**config.mk**
```make
export PLATFORM = sky130hd
export DESIGN_NAME = accel_fall_detector
export DESIGN_NICKNAME = d
export VERILOG_FILES = /design/src/hw/rtl/afd_pkg.sv /design/src/hw/rtl/afd_fifo.sv /design/src/hw/rtl/afd_front.sv /design/src/hw/rtl/afd_back.sv /design/src/hw/rtl/accel_fall_detector.sv
export SDC_FILE = /design/constraint.sdc
export NUM_CORES = 2
export LEC_CHECK = 0
export BUFFER_PORTS_ARGS = -buffer_cell sky130_fd_sc_hd__buf_4
export CAP_MARGIN = 0
export CORE_MARGIN = 2
export CORE_UTILIZATION = 48
export DETAILED_ROUTE_END_ITERATION = 8
export GPL_ROUTABILITY_DRIVEN = 0
export PLACE_DENSITY = 0.71
export SLEW_MARGIN = 10
export SYNTH_ARGS = -nofsm -noshare
export SYNTH_HDL_FRONTEND = slang
export SYNTH_HIERARCHICAL = 1
export SYNTH_SLANG_ARGS = --single-unit
```
**constraint.sdc**
```tcl
create_clock -name clk_i -period 8.65 [get_ports clk_i]
set_input_delay 0 -clock clk_i [delete_from_list [all_inputs] [get_ports clk_i]]
set_output_delay 0 -clock clk_i [all_outputs]
set_load 0.01 [all_outputs]
```
**src/hw/rtl/afd_pkg.sv**
```systemverilog
// ----------------------------------------------------------------------------
// afd_pkg
// Shared types and constants of the accelerometer fall detector.
// ----------------------------------------------------------------------------
package afd_pkg;

  // detector phase codes
  typedef enum logic [1:0] {
    PH_NORMAL = 2'd0,
    PH_IMPACT = 2'd1,
    PH_FALLEN = 2'd2
  } afd_phase_e;

  // configuration register indexes
  localparam int unsigned CFG_IDX_W = 8;
  localparam logic [CFG_IDX_W-1:0] REG_IMPACT  = 8'd0;
  localparam logic [CFG_IDX_W-1:0] REG_STILL   = 8'd1;
  localparam logic [CFG_IDX_W-1:0] REG_CONFIRM = 8'd2;
  localparam logic [CFG_IDX_W-1:0] REG_REARM   = 8'd3;

  localparam int unsigned CFG_W = 16;
  localparam logic [CFG_W-1:0] IMPACT_RST  = 16'd5120;
  localparam logic [CFG_W-1:0] STILL_RST   = 16'd2458;
  localparam logic [CFG_W-1:0] CONFIRM_RST = 16'd50;
  localparam logic [CFG_W-1:0] REARM_RST   = 16'd3072;
  localparam logic [CFG_W-1:0] COUNT_MAX   = 16'hFFFF;

  // queue between classifier and state machine
  localparam int unsigned MID_DEPTH = 8;
  localparam int unsigned MID_CW    = $clog2(MID_DEPTH + 1);
  // items in flight in the classifier pipeline
  localparam int unsigned FRONT_STAGES = 4;
  localparam int unsigned FRONT_CW     = $clog2(FRONT_STAGES + 1);
  localparam int unsigned OUT_DEPTH    = 2;

  typedef struct packed {
    logic [CFG_W-1:0] impact;
    logic [CFG_W-1:0] still;
    logic [CFG_W-1:0] confirm;
    logic [CFG_W-1:0] rearm;
  } afd_cfg_t;

  // classified sample: compare flags of the squared magnitude
  typedef struct packed {
    logic still;   // below still threshold
    logic impact;  // above impact threshold
    logic rearm;   // above rearm threshold
    logic clear;
  } afd_class_t;

  typedef struct packed {
    logic       fallen;
    logic [1:0] phase;
    logic       changed;
    logic       rearm;
  } afd_result_t;

endpackage

```
**src/hw/rtl/afd_fifo.sv**
```systemverilog
// ----------------------------------------------------------------------------
// afd_fifo
// Small first-in first-out queue; write and read may happen in one cycle.
// ----------------------------------------------------------------------------
module afd_fifo #(
  parameter int unsigned WIDTH = 4,
  parameter int unsigned DEPTH = 8
) (
  input  logic                       clk_i,
  input  logic                       rst_ni,
  input  logic                       wr_i,
  input  logic [WIDTH-1:0]           wdata_i,
  input  logic                       rd_i,
  output logic [WIDTH-1:0]           rdata_o,
  output logic [$clog2(DEPTH+1)-1:0] count_o,
  output logic                       empty_o,
  output logic                       full_o
);

  localparam int unsigned PW = (DEPTH > 1) ? $clog2(DEPTH) : 1;
  localparam int unsigned CW = $clog2(DEPTH + 1);

  logic [WIDTH-1:0] mem [DEPTH];
  logic [PW-1:0]    wr_ptr_q, wr_ptr_d;
  logic [PW-1:0]    rd_ptr_q, rd_ptr_d;
  logic [CW-1:0]    count_q, count_d;
  logic             do_wr, do_rd;

  assign do_rd = rd_i && (count_q != '0);
  assign do_wr = wr_i && ((count_q != CW'(DEPTH)) || do_rd);

  always_comb begin
    wr_ptr_d = wr_ptr_q;
    rd_ptr_d = rd_ptr_q;
    if (do_wr) begin
      wr_ptr_d = (wr_ptr_q == PW'(DEPTH - 1)) ? '0 : wr_ptr_q + 1'b1;
    end
    if (do_rd) begin
      rd_ptr_d = (rd_ptr_q == PW'(DEPTH - 1)) ? '0 : rd_ptr_q + 1'b1;
    end
    count_d = count_q + CW'(do_wr) - CW'(do_rd);
  end

  always_ff @(posedge clk_i or negedge rst_ni) begin
    if (!rst_ni) begin
      wr_ptr_q <= '0;
      rd_ptr_q <= '0;
      count_q  <= '0;
    end else begin
      wr_ptr_q <= wr_ptr_d;
      rd_ptr_q <= rd_ptr_d;
      count_q  <= count_d;
    end
  end

  always_ff @(posedge clk_i) begin
    if (do_wr) begin
      mem[wr_ptr_q] <= wdata_i;
    end
  end

  assign rdata_o = mem[rd_ptr_q];
  assign count_o = count_q;
  assign empty_o = (count_q == '0);
  assign full_o  = (count_q == CW'(DEPTH));

endmodule

```
**src/hw/rtl/afd_front.sv**
```systemverilog
// ----------------------------------------------------------------------------
// afd_front
// Classifier pipeline: absolute value, squares, sum, threshold compares.
// ----------------------------------------------------------------------------
module afd_front #(
  parameter int unsigned SAMPLE_BITS = 16
) (
  input  logic                             clk_i,
  input  logic                             rst_ni,
  input  afd_pkg::afd_cfg_t                cfg_i,
  input  logic                             valid_i,
  input  logic signed [SAMPLE_BITS-1:0]    accel_x_i,
  input  logic signed [SAMPLE_BITS-1:0]    accel_y_i,
  input  logic signed [SAMPLE_BITS-1:0]    accel_z_i,
  input  logic                             clear_i,
  output logic                             valid_o,
  output afd_pkg::afd_class_t              cls_o,
  output logic [afd_pkg::FRONT_CW-1:0]     inflight_o
);

  import afd_pkg::*;

  localparam int unsigned N  = SAMPLE_BITS;
  localparam int unsigned SW = 2 * N + 2;
  localparam int unsigned MW = (SW > 2 * CFG_W) ? SW : 2 * CFG_W;

  // squared thresholds, refreshed every cycle from the registers
  logic [2*CFG_W-1:0] imp_sq_q, still_sq_q, rearm_sq_q;

  logic         v1_q, v2_q, v3_q, v4_q;
  logic         c1_q, c2_q, c3_q;
  logic [N-1:0] ax_q, ay_q, az_q;
  logic [2*N-1:0] sx_q, sy_q, sz_q;
  logic [MW-1:0]  mag_q;
  afd_class_t     cls_q;

  function automatic logic [N-1:0] mag_abs(logic signed [N-1:0] v);
    logic [N-1:0] u;
    u = v;
    return v[N-1] ? (~u + 1'b1) : u;
  endfunction

  always_ff @(posedge clk_i or negedge rst_ni) begin
    if (!rst_ni) begin
      v1_q <= 1'b0;
      v2_q <= 1'b0;
      v3_q <= 1'b0;
      v4_q <= 1'b0;
    end else begin
      v1_q <= valid_i;
      v2_q <= v1_q;
      v3_q <= v2_q;
      v4_q <= v3_q;
    end
  end

  always_ff @(posedge clk_i) begin
    imp_sq_q   <= {{CFG_W{1'b0}}, cfg_i.impact} * {{CFG_W{1'b0}}, cfg_i.impact};
    still_sq_q <= {{CFG_W{1'b0}}, cfg_i.still} * {{CFG_W{1'b0}}, cfg_i.still};
    rearm_sq_q <= {{CFG_W{1'b0}}, cfg_i.rearm} * {{CFG_W{1'b0}}, cfg_i.rearm};

    ax_q <= mag_abs(accel_x_i);
    ay_q <= mag_abs(accel_y_i);
    az_q <= mag_abs(accel_z_i);
    c1_q <= clear_i;

    sx_q <= {{N{1'b0}}, ax_q} * {{N{1'b0}}, ax_q};
    sy_q <= {{N{1'b0}}, ay_q} * {{N{1'b0}}, ay_q};
    sz_q <= {{N{1'b0}}, az_q} * {{N{1'b0}}, az_q};
    c2_q <= c1_q;

    mag_q <= MW'(sx_q) + MW'(sy_q) + MW'(sz_q);
    c3_q  <= c2_q;

    cls_q.still  <= mag_q < MW'(still_sq_q);
    cls_q.impact <= mag_q > MW'(imp_sq_q);
    cls_q.rearm  <= mag_q > MW'(rearm_sq_q);
    cls_q.clear  <= c3_q;
  end

  assign valid_o    = v4_q;
  assign cls_o      = cls_q;
  assign inflight_o = FRONT_CW'(v1_q) + FRONT_CW'(v2_q) + FRONT_CW'(v3_q)
                    + FRONT_CW'(v4_q);

endmodule

```
**src/hw/rtl/afd_back.sv**
```systemverilog
// ----------------------------------------------------------------------------
// afd_back
// Phase FSM with still-sample counter; one item per cycle while out_ready_i.
// ----------------------------------------------------------------------------
module afd_back (
  input  logic                       clk_i,
  input  logic                       rst_ni,
  input  logic [afd_pkg::CFG_W-1:0]  confirm_i,
  input  logic                       valid_i,
  input  afd_pkg::afd_class_t        cls_i,
  input  logic                       out_ready_i,
  output logic                       step_o,
  output afd_pkg::afd_result_t       res_o
);

  import afd_pkg::*;

  afd_phase_e       phase_q, phase_d, phase_n;
  logic [CFG_W-1:0] count_q, count_d, count_n, count_inc;

  assign step_o    = valid_i && out_ready_i;
  assign count_inc = (count_q == COUNT_MAX) ? count_q : count_q + 1'b1;

  // next state
  always_comb begin
    phase_n = phase_q;
    count_n = count_q;
    unique case (phase_q)
      PH_NORMAL: begin
        if (cls_i.impact) begin
          phase_n = PH_IMPACT;
          count_n = '0;
        end
      end
      PH_IMPACT: begin
        priority if (cls_i.still) begin
          count_n = count_inc;
          if (count_inc >= confirm_i) begin
            phase_n = PH_FALLEN;
          end
        end else if (cls_i.impact) begin
          count_n = '0;
        end else begin
          phase_n = PH_NORMAL;
          count_n = '0;
        end
      end
      PH_FALLEN: begin
        if (cls_i.rearm) begin
          phase_n = PH_NORMAL;
          count_n = '0;
        end
      end
      default: begin
        phase_n = PH_NORMAL;
        count_n = '0;
      end
    endcase
    if (cls_i.clear) begin
      phase_n = PH_NORMAL;
      count_n = '0;
    end
    phase_d = step_o ? phase_n : phase_q;
    count_d = step_o ? count_n : count_q;
  end

  // result item
  always_comb begin
    res_o.fallen  = (phase_n == PH_FALLEN);
    res_o.phase   = phase_n;
    res_o.changed = (phase_n == PH_FALLEN) != (phase_q == PH_FALLEN);
    res_o.rearm   = (phase_q == PH_FALLEN) && (phase_n != PH_FALLEN);
  end

  always_ff @(posedge clk_i or negedge rst_ni) begin
    if (!rst_ni) begin
      phase_q <= PH_NORMAL;
      count_q <= '0;
    end else begin
      phase_q <= phase_d;
      count_q <= count_d;
    end
  end

endmodule

```
**src/hw/rtl/accel_fall_detector.sv**
```systemverilog
// ----------------------------------------------------------------------------
// accel_fall_detector
// Impact-then-stillness fall detector on three-axis accelerometer samples.
// ----------------------------------------------------------------------------
// Takes one sample per clock while full is low and returns one result item
// per sample, in order. A four-stage classifier (absolute value, squares, sum,
// threshold compares) feeds an eight-entry queue; the phase state machine
// drains it one item per cycle, while the result queue can take one, into a
// two-entry result queue. full goes high while eight items sit in the
// classifier and the middle queue together, so results left untaken stall
// input after about ten items. A register write applies to every sample
// accepted after it; write only while no item is in flight.
module accel_fall_detector #(
  parameter int unsigned SAMPLE_BITS = 16
) (
  input  logic                            clk_i,
  input  logic                            rst_ni,
  input  logic                            cfg_valid_i,
  output logic                            cfg_ready_o,
  input  logic [afd_pkg::CFG_IDX_W-1:0]   cfg_index_i,
  input  logic [afd_pkg::CFG_W-1:0]       cfg_data_i,
  input  logic                            push,
  output logic                            full,
  input  logic signed [SAMPLE_BITS-1:0]   accel_x_i,
  input  logic signed [SAMPLE_BITS-1:0]   accel_y_i,
  input  logic signed [SAMPLE_BITS-1:0]   accel_z_i,
  input  logic                            manual_clear_i,
  output logic                            empty,
  input  logic                            pop,
  output logic                            fallen_o,
  output logic [1:0]                      phase_now_o,
  output logic                            status_changed_o,
  output logic                            alert_rearm_o
);

  import afd_pkg::*;

  localparam int unsigned CW_W  = $bits(afd_class_t);
  localparam int unsigned RES_W = $bits(afd_result_t);
  localparam int unsigned OUT_CW = $clog2(OUT_DEPTH + 1);

  afd_cfg_t cfg_q;

  logic                in_acc;
  logic                front_valid;
  afd_class_t          front_cls;
  logic [FRONT_CW-1:0] inflight;

  logic [CW_W-1:0]   mid_rdata;
  logic [MID_CW-1:0] mid_count;
  logic              mid_empty, mid_full;
  logic [MID_CW:0]   pending;

  logic              step;
  afd_result_t       res, out_res;
  logic [RES_W-1:0]  out_rdata;
  logic [OUT_CW-1:0] out_count;
  logic              out_empty, out_full, out_ready, out_pop;

  // configuration registers
  assign cfg_ready_o = 1'b1;

  always_ff @(posedge clk_i or negedge rst_ni) begin
    if (!rst_ni) begin
      cfg_q.impact  <= IMPACT_RST;
      cfg_q.still   <= STILL_RST;
      cfg_q.confirm <= CONFIRM_RST;
      cfg_q.rearm   <= REARM_RST;
    end else if (cfg_valid_i) begin
      unique case (cfg_index_i)
        REG_IMPACT:  cfg_q.impact  <= cfg_data_i;
        REG_STILL:   cfg_q.still   <= cfg_data_i;
        REG_CONFIRM: cfg_q.confirm <= cfg_data_i;
        REG_REARM:   cfg_q.rearm   <= cfg_data_i;
        default: ;
      endcase
    end
  end

  // admit only what the middle queue can always absorb
  assign pending = (MID_CW + 1)'(mid_count) + (MID_CW + 1)'(inflight);
  assign full    = (pending >= (MID_CW + 1)'(MID_DEPTH));
  assign in_acc  = push && !full;

  afd_front #(
    .SAMPLE_BITS (SAMPLE_BITS)
  ) u_front (
    .clk_i      (clk_i),
    .rst_ni     (rst_ni),
    .cfg_i      (cfg_q),
    .valid_i    (in_acc),
    .accel_x_i  (accel_x_i),
    .accel_y_i  (accel_y_i),
    .accel_z_i  (accel_z_i),
    .clear_i    (manual_clear_i),
    .valid_o    (front_valid),
    .cls_o      (front_cls),
    .inflight_o (inflight)
  );

  afd_fifo #(
    .WIDTH (CW_W),
    .DEPTH (MID_DEPTH)
  ) u_mid_fifo (
    .clk_i   (clk_i),
    .rst_ni  (rst_ni),
    .wr_i    (front_valid),
    .wdata_i (front_cls),
    .rd_i    (step),
    .rdata_o (mid_rdata),
    .count_o (mid_count),
    .empty_o (mid_empty),
    .full_o  (mid_full)
  );

  assign out_pop   = pop && !out_empty;
  assign out_ready = !out_full || out_pop;

  afd_back u_back (
    .clk_i       (clk_i),
    .rst_ni      (rst_ni),
    .confirm_i   (cfg_q.confirm),
    .valid_i     (!mid_empty),
    .cls_i       (afd_class_t'(mid_rdata)),
    .out_ready_i (out_ready),
    .step_o      (step),
    .res_o       (res)
  );

  afd_fifo #(
    .WIDTH (RES_W),
    .DEPTH (OUT_DEPTH)
  ) u_out_fifo (
    .clk_i   (clk_i),
    .rst_ni  (rst_ni),
    .wr_i    (step),
    .wdata_i (res),
    .rd_i    (out_pop),
    .rdata_o (out_rdata),
    .count_o (out_count),
    .empty_o (out_empty),
    .full_o  (out_full)
  );

  assign out_res          = afd_result_t'(out_rdata);
  assign empty            = out_empty;
  assign fallen_o         = out_res.fallen;
  assign phase_now_o      = out_res.phase;
  assign status_changed_o = out_res.changed;
  assign alert_rearm_o    = out_res.rearm;

`ifndef SYNTHESIS
  // the admission rule must keep the middle queue from overflowing
  a_mid_no_overflow: assert property (@(posedge clk_i) disable iff (!rst_ni)
    front_valid |-> !mid_full)
    else $error("classified item dropped at full middle queue");

  a_out_no_overflow: assert property (@(posedge clk_i) disable iff (!rst_ni)
    step |-> (out_count != OUT_CW'(OUT_DEPTH)) || out_pop)
    else $error("result item written into full result queue");

  // leaving the fallen phase always flips the fallen flag
  a_rearm_changes: assert property (@(posedge clk_i) disable iff (!rst_ni)
    (step && res.rearm) |-> (res.changed && !res.fallen))
    else $error("rearm without fallen status change");
`endif

endmodule
```
==> flow_summary_export.csv <==
group,metric,value,unit
setup_path,critical_path_class,"reg2reg",
grt,antenna_found_initial,2,
floorplanning,die_h,363,um
timing,fin_crit,6530,ps
placement,dp_hpwl,115000,um
placement,io_buffers,84,
routing,drcViolationCount,0,
timing,max_slew_margin,25.4,%
finish,syn_to_final_growth,8.04,%
logic_synthesis,syn_inst,6583,
finish,finalNetCount,8521,
floorplanning,dieArea,132000,um2
clock_network,post-cts-setup-buffer-count,0,
floorplanning,ioPinCount,86,
clock_network,numCtsBuffers,51,
timing,worst_slew_pin_slew,1100,ps
clock_network,htree_levels,2,
clock_network,cts_tree,"done",
finish,final_cell_mix,"inv_1, fa_1, ha_1",
setup_path,worstSetupEndpoint,"u_front/still_sq_q[28]$_DFF_P_",
timing,setup_viol,0,
setup_path,timing.rr.start,"cfg_q[41]$_DFFE_PN0P_",
grt,grt_max_degree,75,
floorplanning,die_width,363,um
logic_synthesis,syn_area_per_cell,9.39,um2
finish,instances_no_fill,8376,
setup_path,worstReg2RegEnd,"u_front/still_sq_q[28]$_DFF_P_",
hold_path,hold_path_class,"in2reg",
grt,grtUsageMet2,38.0,%
routing,vias,43899,
routing,wl_per_cell,16.9,um
finish,n_fill_cell,11370,
grt,grt_pass1_vias,46736,
timing,hold_viol_final,0,
finish,final_common_cell,"inv_1",
clock_network,clk_latency,670,ps
finish,drive_gt1_share,5.27,%
setup_path,worst_ep_required_time,9160,ps
clock_network,clk_path_buf_depth,3,
timing,min_period_over_period,75.5,%
hold_path,hold_path.startpoint,"cfg_index_i[1]",
logic_synthesis,synth_area,61800,um2
grt,track_usage,22.2,%
grt,grt_pass1_wl,238000,um
timing,maxSlewViolCount,0,
floorplanning,initial_core_util,48.4,%
grt,grt_util_met3,2.78,%
grt,grt_overflow,0,
routing,first_pass_iters,6,
setup_path,cp-start-kind,"flip-flop",
grt,met1_usage,29.2,%
setup_path,cp_max_fo,18,
clock_network,clockRootBuffer,"clkbuf_16",
clock_network,cts.reportedPaths.clkPinSlew,70,ps
setup_path,end_kind,"flip-flop",
timing,max_freq,153,MHz
grt,top_usage_layer,"met2",
timing,finClkSkew,50.9,ps
floorplanning,rows,131,
setup_path,rrSetupSlack,2120,ps
logic_synthesis,ys_warn_count,6,
setup_path,cp-startpoint,"cfg_q[41]$_DFFE_PN0P_",
timing,fin_tns_setup,0,ps
placement,dpl.cell_count,8163,
timing,grt_setup_unrepaired,"no",
floorplanning,core_area,128000,um2
routing,routed_via_density,5.24,
job,cap_violations,0,
routing,wl,141000,um
routing,final_antenna_net_count,0,
setup_path,arrival,7040,ps
routing,drt-initial-drc-count,2714,
setup_path,worst_r2r_path_depth,22,
clock_network,clkSinkCount,417,
status,status,"finished, final reports clean",
per-layer routing:
layer / up-vias / routed length, um
met5: - / 0
met4: 0 / 4680
met2: 1134 / 68900
li1: 20666 / -
met3: 236 / 6800
met1: 21863 / 60900
critical path: stages, from the launching register on:
cell	delay (ps)
dfrtp_1	600
and2_1	310
fa_1	510
inv_1	60
fa_1	550
inv_1	60
fa_1	500
inv_1	50
fa_1	540
inv_1	50
fa_1	480
inv_1	50
fa_1	470
inv_1	40
ha_1	410
a21oi_1	100
o21ai_0	290
a211oi_1	100
o41ai_2	460
a21oi_1	200
nand2b_1	210
a21oi_1	190
o221ai_1	150
sequential cells by signal, indices dropped and copies added, names as in the netlist, 2 cells and up:
signal	count
cfg_q	64
u_front/mag_q	34
u_mid_fifo/mem	32
u_front/imp_sq_q	31
u_front/rearm_sq_q	31
u_front/still_sq_q	31
u_front/sx_q	31
u_front/sy_q	31
u_front/sz_q	31
u_back/count_q	16
u_front/ax_q	16
u_front/ay_q	16
u_front/az_q	16
u_out_fifo/mem	10
u_front/cls_o	4
u_mid_fifo/count_o	4
u_mid_fifo/rd_ptr_q	3
u_mid_fifo/wr_ptr_q	3
u_back/phase_q	2
u_out_fifo/count_o	2
layout make-up:
class / count / area (um2) / area share [%]
diodes: 1 / 2.50 / 0.00375
multi-input cells: 4368 / 45700 / 68.4
clock buffers: 61 / 1350 / 2.03
clock inverters: 34 / 393 / 0.588
repair buffers: 205 / 1840 / 2.76
inverters: 1628 / 6110 / 9.15
flip-flops and latches: 417 / 9290 / 13.9
well taps: 1662 / 2080 / 3.11
what timing repair did:
action                    in CTS  in global routing
gates resized for setup        0                  0
hold buffers                 117                  0
hold endpoints to repair     143                  0
how the worst min path moves through the flow:
stage                                 end  cells past startpoint
finish              cfg_q[16]$_DFFE_PN0P_                      3
global route        cfg_q[24]$_DFFE_PN0P_                      3
CTS                 cfg_q[24]$_DFFE_PN0P_                      3
detailed placement  cfg_q[44]$_DFFE_PN0P_                      1
global placement    cfg_q[45]$_DFFE_PN0P_                      1
floorplan            cfg_q[0]$_DFFE_PN0P_                      0
per-stage QoR:
| step | hold slack, ps | area, um2 | worst slack (ps) | util (%) |
|---|---|---|---|---|
| floorplan | -296 | 61800 | 2670 | - |
| global placement | -34.2 | 63800 | 2330 | 50.0 |
| detailed placement | -29.9 | 63800 | 2140 | 50.0 |
| CTS | 7.90 | 66800 | 2120 | 52.3 |
| global route | 68.7 | 66800 | 1710 | 52.3 |
| finish | 53.1 | 66800 | 2120 | 52.3 |
Power is not shown: default switching activity piles up to over one toggle a cycle in this logic, so the estimate is an artifact.
